`config.mk`:
```
export PLATFORM = sky130hd
export DESIGN_NAME = daily_alarm_table_unit
export DESIGN_NICKNAME = d
export VERILOG_FILES = /design/src/hw/rtl/dat_pkg.sv /design/src/hw/rtl/dat_ram.sv /design/src/hw/rtl/dat_conv.sv /design/src/hw/rtl/daily_alarm_table_unit.sv
export SDC_FILE = /design/constraint.sdc
export NUM_CORES = 1
export LEC_CHECK = 0
export ABC_AREA = 0
export CAP_MARGIN = 20
export CORE_MARGIN = 5
export CORE_UTILIZATION = 64
export CTS_CLUSTER_DIAMETER = 60
export DETAILED_ROUTE_END_ITERATION = 8
export DONT_BUFFER_PORTS = 1
export GPL_TIMING_DRIVEN = 0
export MAX_ROUTING_LAYER = met4
export PLACE_DENSITY = 0.8
export REMOVE_ABC_BUFFERS = 1
export SETUP_SLACK_MARGIN = 0.15
export SYNTH_ARGS = -nofsm -noshare
export SYNTH_HDL_FRONTEND = slang
export SYNTH_SLANG_ARGS = --single-unit
```
`constraint.sdc`:
```
create_clock -name clk -period 5.5 [get_ports clk]
set_clock_uncertainty 0.15 [all_clocks]
set_input_delay 0.55 -clock clk [delete_from_list [all_inputs] [get_ports clk]]
set_output_delay 0.55 -clock clk [all_outputs]
set_load 0.02 [all_outputs]
```
`src/hw/rtl/dat_pkg.sv`:
```
// shared types and constants for the daily alarm table
// no dependencies; imported by every module of the block except dat_ram
package dat_pkg;

	localparam int MAX_ENTRIES   = 8;
	localparam int TICKS_PER_DAY = 86400000;
	localparam int MS_PER_HOUR   = 60 * 60 * 1000;
	localparam int MS_PER_MINUTE = 60 * 1000;

	localparam int TIME_W  = 27;
	localparam int HOUR_W  = 5;
	localparam int MIN_W   = 6;
	localparam int FIRED_W = 3;
	localparam int COUNT_W = 4;

	localparam int IDX_W = (MAX_ENTRIES > 1) ? $clog2(MAX_ENTRIES) : 1;
	localparam int CNT_W = $clog2(MAX_ENTRIES + 1);

	localparam int HOUR_MAX   = 23;
	localparam int MINUTE_MAX = 59;

	localparam logic KIND_BOOK = 1'b0;
	localparam logic KIND_TICK = 1'b1;

	typedef struct packed {
		logic              fired;
		logic [TIME_W-1:0] ms;
	} entry_t;

endpackage

```
`src/hw/rtl/dat_ram.sv`:
```
// generic single-write, single-read ram with registered read data
// no dependencies
module dat_ram #(
	parameter int WIDTH = 8,
	parameter int DEPTH = 8
) (
	input  logic                                      clk,
	input  logic                                      we,
	input  logic [((DEPTH > 1) ? $clog2(DEPTH) : 1)-1:0] waddr,
	input  logic [WIDTH-1:0]                          wdata,
	input  logic                                      re,
	input  logic [((DEPTH > 1) ? $clog2(DEPTH) : 1)-1:0] raddr,
	output logic [WIDTH-1:0]                          rdata
);

	logic [WIDTH-1:0] mem [DEPTH];

	always_ff @(posedge clk) begin
		if (we) begin
			mem[waddr] <= wdata;
		end
		if (re) begin
			rdata <= mem[raddr];
		end
	end

endmodule

```
`src/hw/rtl/dat_conv.sv`:
```
// registered conversion of an alarm hour and minute into ms since midnight
// depends on dat_pkg
module dat_conv import dat_pkg::*; (
	input  logic              clk,
	input  logic              en,
	input  logic [HOUR_W-1:0] hour,
	input  logic [MIN_W-1:0]  minute,
	output logic [TIME_W-1:0] ms_q
);

	logic [HOUR_W-1:0] hour_sat;
	logic [MIN_W-1:0]  minute_sat;
	logic [TIME_W-1:0] hour_ms;
	logic [TIME_W-1:0] minute_ms;

	// out-of-range hour and minute saturate before the conversion
	always_comb begin
		hour_sat   = (hour > HOUR_W'(HOUR_MAX)) ? HOUR_W'(HOUR_MAX) : hour;
		minute_sat = (minute > MIN_W'(MINUTE_MAX)) ? MIN_W'(MINUTE_MAX) : minute;
		hour_ms    = TIME_W'(hour_sat) * TIME_W'(MS_PER_HOUR);
		minute_ms  = TIME_W'(minute_sat) * TIME_W'(MS_PER_MINUTE);
	end

	always_ff @(posedge clk) begin
		if (en) begin
			ms_q <= hour_ms + minute_ms;
		end
	end

endmodule

```
`src/hw/rtl/daily_alarm_table_unit.sv`:
```
// daily alarm table: book sequencer, tick scan over the entry ram, result register
// book: the transfer passes S_BOOK and S_OUT before the result is valid; tick: the scan stops at the
// first due entry or at the end of the table, and is a one-entry-per-cycle read-modify-write scan
// one item in flight; the next is taken once the result is loaded into the output register
// reset clears the time, entry count and control; entry ram contents are left undefined
// depends on dat_pkg, dat_ram, dat_conv
module daily_alarm_table_unit import dat_pkg::*; (
	input  logic               clk,
	input  logic               arst_n,
	input  logic               in_valid,
	output logic               in_stall,
	input  logic               kind,
	input  logic [HOUR_W-1:0]  hour,
	input  logic [MIN_W-1:0]   minute,
	output logic               out_valid,
	input  logic               out_stall,
	output logic               dispense,
	output logic [FIRED_W-1:0] fired_entry,
	output logic               book_accepted,
	output logic [COUNT_W-1:0] entry_count,
	output logic [TIME_W-1:0]  time_of_day
);

	localparam logic [1:0] S_IDLE = 2'd0;
	localparam logic [1:0] S_BOOK = 2'd1;
	localparam logic [1:0] S_SCAN = 2'd2;
	localparam logic [1:0] S_OUT  = 2'd3;

	logic [1:0]        state_q;
	logic [TIME_W-1:0] now_q;
	logic [CNT_W-1:0]  count_q;
	logic [CNT_W-1:0]  issue_q;
	logic              chk_vld_s1;
	logic [IDX_W-1:0]  chk_idx_s1;
	logic              disp_q;
	logic [IDX_W-1:0]  fidx_q;
	logic              acc_q;

	logic               out_valid_q;
	logic               dispense_q;
	logic [FIRED_W-1:0] fired_entry_q;
	logic               book_accepted_q;
	logic [COUNT_W-1:0] entry_count_q;
	logic [TIME_W-1:0]  time_of_day_q;

	logic              in_xfer;
	logic              out_load;
	logic [TIME_W-1:0] now_next;
	logic [TIME_W-1:0] book_ms;
	logic              full;
	logic              hit;
	logic              issue;
	logic              scan_done;

	logic              ram_we;
	logic [IDX_W-1:0]  ram_waddr;
	entry_t            ram_wdata;
	logic              ram_re;
	logic [IDX_W-1:0]  ram_raddr;
	entry_t            ram_rdata;

	dat_ram #(
		.WIDTH($bits(entry_t)),
		.DEPTH(MAX_ENTRIES)
	) u_ram (
		.clk  (clk),
		.we   (ram_we),
		.waddr(ram_waddr),
		.wdata(ram_wdata),
		.re   (ram_re),
		.raddr(ram_raddr),
		.rdata(ram_rdata)
	);

	dat_conv u_conv (
		.clk   (clk),
		.en    (in_xfer),
		.hour  (hour),
		.minute(minute),
		.ms_q  (book_ms)
	);

	assign in_stall = (state_q != S_IDLE);
	assign in_xfer  = in_valid && !in_stall;
	assign out_load = (state_q == S_OUT) && (!out_valid_q || !out_stall);
	assign full     = (count_q == CNT_W'(MAX_ENTRIES));
	assign now_next = (now_q == TIME_W'(TICKS_PER_DAY - 1)) ? '0 : now_q + 1'b1;

	// scan: read entry i while entry i-1 is checked and written back
	always_comb begin
		hit       = (state_q == S_SCAN) && chk_vld_s1 && (ram_rdata.ms < now_q)
			&& !ram_rdata.fired;
		issue     = (state_q == S_SCAN) && !hit && (issue_q < count_q);
		scan_done = (state_q == S_SCAN) && !hit && !chk_vld_s1 && (issue_q >= count_q);

		ram_re    = issue;
		ram_raddr = issue_q[IDX_W-1:0];

		ram_we          = 1'b0;
		ram_waddr       = chk_idx_s1;
		ram_wdata.ms    = ram_rdata.ms;
		ram_wdata.fired = 1'b1;
		case (state_q)
			S_BOOK: begin
				ram_we          = !full;
				ram_waddr       = count_q[IDX_W-1:0];
				ram_wdata.ms    = book_ms;
				ram_wdata.fired = !(book_ms > now_q);
			end
			S_SCAN: begin
				if (chk_vld_s1) begin
					if (ram_rdata.ms >= now_q) begin
						// entry not yet due: rearm it
						ram_we          = 1'b1;
						ram_wdata.fired = 1'b0;
					end else if (hit) begin
						ram_we = 1'b1;
					end
				end
			end
			default: begin
				ram_we = 1'b0;
			end
		endcase
	end

	always_ff @(posedge clk or negedge arst_n) begin
		if (!arst_n) begin
			state_q    <= S_IDLE;
			now_q      <= '0;
			count_q    <= '0;
			issue_q    <= '0;
			chk_vld_s1 <= 1'b0;
			chk_idx_s1 <= '0;
			disp_q     <= 1'b0;
			fidx_q     <= '0;
			acc_q      <= 1'b0;
		end else begin
			case (state_q)
				S_IDLE: begin
					if (in_xfer) begin
						disp_q     <= 1'b0;
						fidx_q     <= '0;
						acc_q      <= 1'b0;
						issue_q    <= '0;
						chk_vld_s1 <= 1'b0;
						if (kind == KIND_TICK) begin
							now_q   <= now_next;
							state_q <= S_SCAN;
						end else begin
							state_q <= S_BOOK;
						end
					end
				end
				S_BOOK: begin
					if (!full) begin
						count_q <= count_q + 1'b1;
						acc_q   <= 1'b1;
					end
					state_q <= S_OUT;
				end
				S_SCAN: begin
					chk_vld_s1 <= issue;
					if (issue) begin
						chk_idx_s1 <= issue_q[IDX_W-1:0];
						issue_q    <= issue_q + 1'b1;
					end
					if (hit) begin
						disp_q  <= 1'b1;
						fidx_q  <= chk_idx_s1;
						state_q <= S_OUT;
					end else if (scan_done) begin
						state_q <= S_OUT;
					end
				end
				S_OUT: begin
					if (out_load) begin
						state_q <= S_IDLE;
					end
				end
				default: begin
					state_q <= S_IDLE;
				end
			endcase
		end
	end

	always_ff @(posedge clk or negedge arst_n) begin
		if (!arst_n) begin
			out_valid_q <= 1'b0;
		end else if (out_load) begin
			out_valid_q <= 1'b1;
		end else if (!out_stall) begin
			out_valid_q <= 1'b0;
		end
	end

	always_ff @(posedge clk) begin
		if (out_load) begin
			dispense_q      <= disp_q;
			fired_entry_q   <= FIRED_W'(fidx_q);
			book_accepted_q <= acc_q;
			entry_count_q   <= COUNT_W'(count_q);
			time_of_day_q   <= now_q;
		end
	end

	assign out_valid     = out_valid_q;
	assign dispense      = dispense_q;
	assign fired_entry   = fired_entry_q;
	assign book_accepted = book_accepted_q;
	assign entry_count   = entry_count_q;
	assign time_of_day   = time_of_day_q;

endmodule

```
After elaboration in Yosys (flattened, before gate mapping)
Memory sizes are Yosys's and may differ from the RTL's. A register that Yosys moved wholly into a read port is not among the register bits.
Cells that the tools add are included.
{"block": "totals", "ff_bits": 110, "ram_bits": 224, "out_inout_bits": 38, "mem_count": 1}
{"block": "op_classes", "add_sub_neg": 4, "multipliers": 2, "n_lt_le_gt_ge": 7, "eq_ne": 12, "n_mux": 34, "n_bitwise": 1, "reduce_logical": 30}
{"name": "u_ram.mem", "words": 8, "word_bits": 28, "rd": 1, "rd_clocked_by_memory_dff": 1, "wr": 1, "line": "dat_ram.sv:16", "rtl": "logic [WIDTH-1:0] mem [DEPTH];"}
{"op": "2-to-1 mux 27 bit", "n": 2}
{"op": "adder 27 x 1 -> 27 bit, second input constant", "n": 1}
{"op": "adder 27 x 22 -> 27 bit", "n": 1}
{"op": "== test 27 bit, second input constant", "n": 1}
{"op": "greater-or-equal comparator 27 bit", "n": 1}
{"op": "> comparator 27 bit", "n": 1}
{"op": "< comparator 27 bit", "n": 1}
{"op": "multiplier 5 x 15 -> 20 bit, second input constant", "n": 1}
{"op": "multiplier 6 x 11 -> 17 bit, second input constant", "n": 1}
{"op": "AND reduction 3 bit", "n": 5}
{"op": "2-to-1 mux 1 bit", "n": 12}
{"op": "2-to-1 mux 2 bit", "n": 5}
{"op": "!= test 2 bit, second input constant", "n": 5}
{"op": "one-hot mux 1 bit (2 select lines)", "n": 5}
{"op": "logical AND 1 bit", "n": 9}
{"op": "2-to-1 mux 3 bit", "n": 3}
{"op": "adder 4 x 1 -> 4 bit, second input constant", "n": 2}
{"op": "zero test 1 bit", "n": 8}
{"op": "2-to-1 mux 4 bit", "n": 2}
{"op": "one-hot mux 2 bit (4 select lines)", "n": 1}
{"op": "one-hot mux 4 bit (2 select lines)", "n": 1}
{"op": "> comparator 6 bit, second input constant", "n": 1}
{"op": "2-to-1 mux 6 bit", "n": 1}
{"op": "one-hot mux 3 bit (2 select lines)", "n": 1}
{"op": "other kinds (14)", "n": 19}

Logic depth before layout (Yosys ltp)
{"block": "logic_depth", "word_depth": 11, "ltp_mapped": 27, "depth_no_buf": 27}

Cells and area by module
Synthesis repeated with hierarchy kept, for this count alone.
{"block": "unflattened", "hier_cells": 1317, "hier_area_um2": 18656.6}
{"module": "dat_ram", "instances": 1, "cells_per_inst": 364, "area_each_um2": 9325.2}
{"module": "daily_alarm_table_unit", "instances": 1, "cells_per_inst": 507, "area_each_um2": 5256.3}
{"module": "dat_conv", "instances": 1, "cells_per_inst": 446, "area_each_um2": 4075.2}

Worst setup path before layout
Ideal clock, no wire load.
{"block": "synth_timing", "path_kind": "input -> register", "startpoint": "in minute[4]", "endpoint": "reg u_conv.ms_q[26] (data pin)", "setup_ns": 0.262, "arrival_ns": 5.105, "required_ns": 5.088, "slack_ns": -0.017, "path_stages": 21, "n_path_buf": 0, "cell_sequence": "ha_1 a21boi_0 ha_1 ha_1 or2_2 fa_1 ha_1 a21boi_0 o21ai_0 a21boi_0 nor2_1 ha_1 a21o_1 a21o_1 a21oi_1 nor2_1 a21oi_1 a21boi_0 a21oi_1 nor4bb_2 xnor2_1"}
{"block": "synth_via", "elab_chain_len": 4}
{"element": "start: declaration", "line": "daily_alarm_table_unit.sv:14", "rtl": "input logic [MIN_W-1:0] minute,"}
{"element": "> comparator 6 bit", "line": "dat_conv.sv:19", "rtl": "minute_sat = (minute > MIN_W'(MINUTE_MAX)) ? MIN_W'(MINUTE_MAX) : minute;"}
{"element": "2-to-1 mux 6 bit (*)", "line": "dat_conv.sv:19"}
{"element": "multiplier 6 x 11 -> 17 bit (*)", "line": "dat_conv.sv:21", "rtl": "minute_ms = TIME_W'(minute_sat) * TIME_W'(MS_PER_MINUTE);"}
{"element": "adder 27 x 22 -> 27 bit (*)", "line": "dat_conv.sv:26", "rtl": "ms_q <= hour_ms + minute_ms;"}
{"element": "end signal: assignment", "line": "dat_conv.sv:26"}
{"element": "end: declaration", "line": "dat_conv.sv:8", "rtl": "output logic [TIME_W-1:0] ms_q"}
Mark *: on every way between the ends. The rest lies on a longest branch, timed or not.
A chain may end at the register's enable or synchronous reset.

Worst setup path after layout
{"block": "layout_timing", "startpoint": "in minute[4]", "endpoint": "reg u_conv.ms_q[25] (data pin)"}
{"block": "layout_via", "elab_chain_len": 4}
{"element": "> comparator 6 bit", "line": "dat_conv.sv:19"}
{"element": "2-to-1 mux 6 bit", "line": "dat_conv.sv:19"}
{"element": "multiplier 6 x 11 -> 17 bit", "line": "dat_conv.sv:21"}
{"element": "named net u_conv.minute_ms[5]", "line": "dat_conv.sv:14", "rtl": "logic [TIME_W-1:0] minute_ms;"}
{"element": "adder 27 x 22 -> 27 bit", "line": "dat_conv.sv:26"}
The timed path passes the listed nets, and every way through them passes these cells.

==> metrics.md <==
| Metric | Value |
|---|---|
| Status | `finished clean` |
| Area delta synth->final | `11.29%` |
| Die X | `179.0 µm` |
| Fill count | `1,723` |
| Ant diodes | `0` |
| Residual DRC count | `0` |
| Share of layout cells above drive strength 1 | `0.1637` |
| Pleak | `0.007578 µW` |
| Synth Instances | `1,283` |
| Clock transition at path regs | `0.06 ns` |
| Hold path start | `out_stall` |
| TritonCTS clock tree | `built` |
| Hold Path Class | `input port to register` |
| Final Critical Period | `5.226 ns` |
| Antenna Nets Post-Route | `0` |
| Post-Synthesis Cell Area | `18,270 µm²` |
| Area occupied by multi-input gates | `7458 µm²` |
| Final RePlAce weighted congestion | `0.8970` |
| Post-route clock period utilization | `0.9501` |
| DP HPWL | `27.43 mm` |
| P per Cell Area | `570.4 nW/µm²` |
| Top post-synthesis cells by area | `edfxtp_1, ha_1, mux4_2, dfrtp_1, mux2_2` |
| Reg2reg start | `issue_q[1]$_DFFE_PN0P_` |
| Num rows | `61` |
| Die H | `179.0 µm` |
| Total iterations of the first detailed-routing run | `6` |
| Worst vdd ir | `0.0003897 V` |
| GRT Total Usage | `0.2704` |
| WP data required | `5.61 ns` |
| DR iter-0 viols | `1,207` |
| CORE AREA | `28,010 µm²` |
| Synth area leader | `edfxtp_1` |
| Worst-margin pin slew | `0.9694 ns` |
| Total of max-cap violations | `0` |
| Clock Sinks | `357` |
| Final setup viols | `0` |
| Slew Limit Fails | `0` |
| CTS buffer count | `36` |
| Ys async rst share | `0.1317` |
| # nets final | `1,494` |
| Mean Syn Cell Area | `14.24 µm²` |
| H-tree Lvls | `2` |
| Kind of critical path | `input port to register` |
| Final core utilization | `0.7259` |
| Initial antenna violation count | `0` |
| Final TNS setup | `0 ns` |
| Worst Setup End Kind | `register` |
| Setup crit start | `minute[4]` |
| # IOs | `54` |
| Pin count of the biggest net entering global routing | `63` |
| Post-synthesis sequential area ratio | `0.5739` |
| Setup crit start kind | `input port` |
| Achievable frequency | `0.1914 GHz` |
| WL/cell | `23.75 µm` |
| Synthesis-stage register bit count | `357` |
| Most common cell in the netlist | `edfxtp_1` |
| Vias in the first global route | `11,310` |
| EDFF count, synth | `310` |
| Post-synth cell types | `62` |
| Gr ovfl total | `0` |
| Die Area | `32,030 µm²` |
| Initial core utilization | `0.6523` |
| Unrepaired setup endpoints after global routing | `yes` |
| First-pass GRT wire length | `63.78 mm` |
| Clk buf depth | `3` |
| Reg area | `10,490 µm²` |
| WP data arrival | `5.33 ns` |
| Routed via count | `11,050` |
| Synth top area share | `0.5095` |
| Root buffer cell | `clkbuf_16` |
| Via-to-Cell Ratio | `6.462` |
| Worst-Skew Late Latency | `0.53 ns` |
| Post-Route WL | `40.61 mm` |
| IO buf count | `0` |
| Warnings, synthesis | `0` |
| Fin. Hold Viols | `0` |
| Top cells by count, synth | `edfxtp_1, ha_1, inv_1` |
| Ys flop type | `edfxtp_1` |
| Worst-path maximum fanout | `5` |
| Slew HR | `0.3538` |
==> flip-flops by register name, indices dropped and copies added (netlist names), 4 cells and up <==
name,count
count_q,4
u_ram.mem,224
now_q,27
time_of_day,27
u_conv.ms_q,22
issue_q,4
entry_count,4
u_ram.rdata,28
==> layout make-up <==
| cell class | count | share of cell area |
|---|---|---|
| multi-input combinational | 785 | 0.3668 |
| clock inverter | 15 | 0.006523 |
| inverter | 107 | 0.01975 |
| timing repair buffer | 20 | 0.02055 |
| sequential | 357 | 0.5161 |
| clock buffer | 48 | 0.04701 |
| tap | 378 | 0.02326 |
==> critical path: stages <==
cell       delay [ns]
ha_1             0.21
nand3_1          0.21
nand2b_2         0.17
ha_1             0.36
ha_1             0.19
or2_2            0.30
fa_1             0.45
ha_1             0.32
a21boi_1         0.27
o21ai_2          0.10
a21boi_2         0.19
o2111ai_2        0.15
a31oi_1          0.24
xor2_1           0.40
ha_1             0.33
buf_4            0.15
o21ai_0          0.26
a31oi_2          0.09
nor2_1           0.17
nor3_2           0.07
xor2_1           0.17
==> layer usage <==
metal / vias to the layer above / share of wire / GRT usage
met5: - / 0 / -
met4: 0 / 0.043 / 0.1039
met3: 142 / 0.070 / 0.03775
met2: 571 / 0.48 / 0.4351
met1: 5469 / 0.41 / 0.3551
li1: 4868 / - / -
==> path summary, 6_finish.rpt <==
path,to,cells after the start,slack [ns]
setup / recovery,u_conv.ms_q[25]$_DFFE_PP_,21,0.27
hold / removal,out_valid$_DFFE_PN0P_,1,0.009
setup reg to reg,u_ram.rdata[26]$_DFFE_PP_,9,1.03
hold reg to reg,book_accepted$_DFFE_PP_,0,0.35
max in group asynchronous,issue_q[1]$_DFFE_PN0P_,2,4.55
min in group asynchronous,now_q[0]$_DFFE_PN0P_,2,0.41
==> power breakdown <==
group	internal (µW)	total (µW)	switching (µW)
clock network	1280	2260	985
logic	2110	4760	2650
registers	4040	4580	534
total	7430	11600	4170
==> timing repair <==
item / CTS / global route
pin swaps: 0 / 11
endpoints found under the hold margin: 47 / 0
endpoints found under the setup margin: 7 / 7
hold buffers: 2 / 0
setup buffers: 0 / 5
gates resized for setup: 8 / 24
==> logic make-up (layout without fill, tap and decap cells) <==
logic type	Yosys count	after routing	synth area share
XOR/XNOR	69	69	0.03308
AND/OR/NAND/NOR	260	260	0.07163
other	1	1	0.0002053
multiplexers	113	113	0.1038
buffers and inverters	141	190	0.02959
adder cells (fa/ha/maj)	171	171	0.1261
AO/OA/AOI/OAI	171	171	0.06164
flip-flops	357	357	0.5739
==> stage by stage <==
step	hold slack [ns]	instance area (µm²)	cells	power, µW	setup WS [ns]
global route	0.002784	20330	1710	12260	0.04151
floorplan	0.1044	18130	1249	7660	-0.01653
detailed placement	0.1058	19030	1640	8943	-0.8946
finish	0.008549	20330	1710	11600	0.2744
CTS	0.003214	20170	1705	11300	0.1670
global placement	0.1056	18600	1627	8662	-1.018
==> cells in the final DEF (no fill, tap or decap), drive strengths merged, types with 15 or more instances in the layout <==
master / instances
a21o: 23
nand2: 45
buf: 19
nor2: 70
xnor2: 57
nand4: 17
nor3: 28
fa: 22
dfrtp: 47
inv: 108
a31oi: 15
nand3: 22
clkbuf: 48
o21ai: 40
ha: 149
edfxtp: 310
a21oi: 42
mux2: 52
nor2b: 20
nand2b: 16
mux4: 56
No activity file was read; power rests on OpenSTA's default activity.
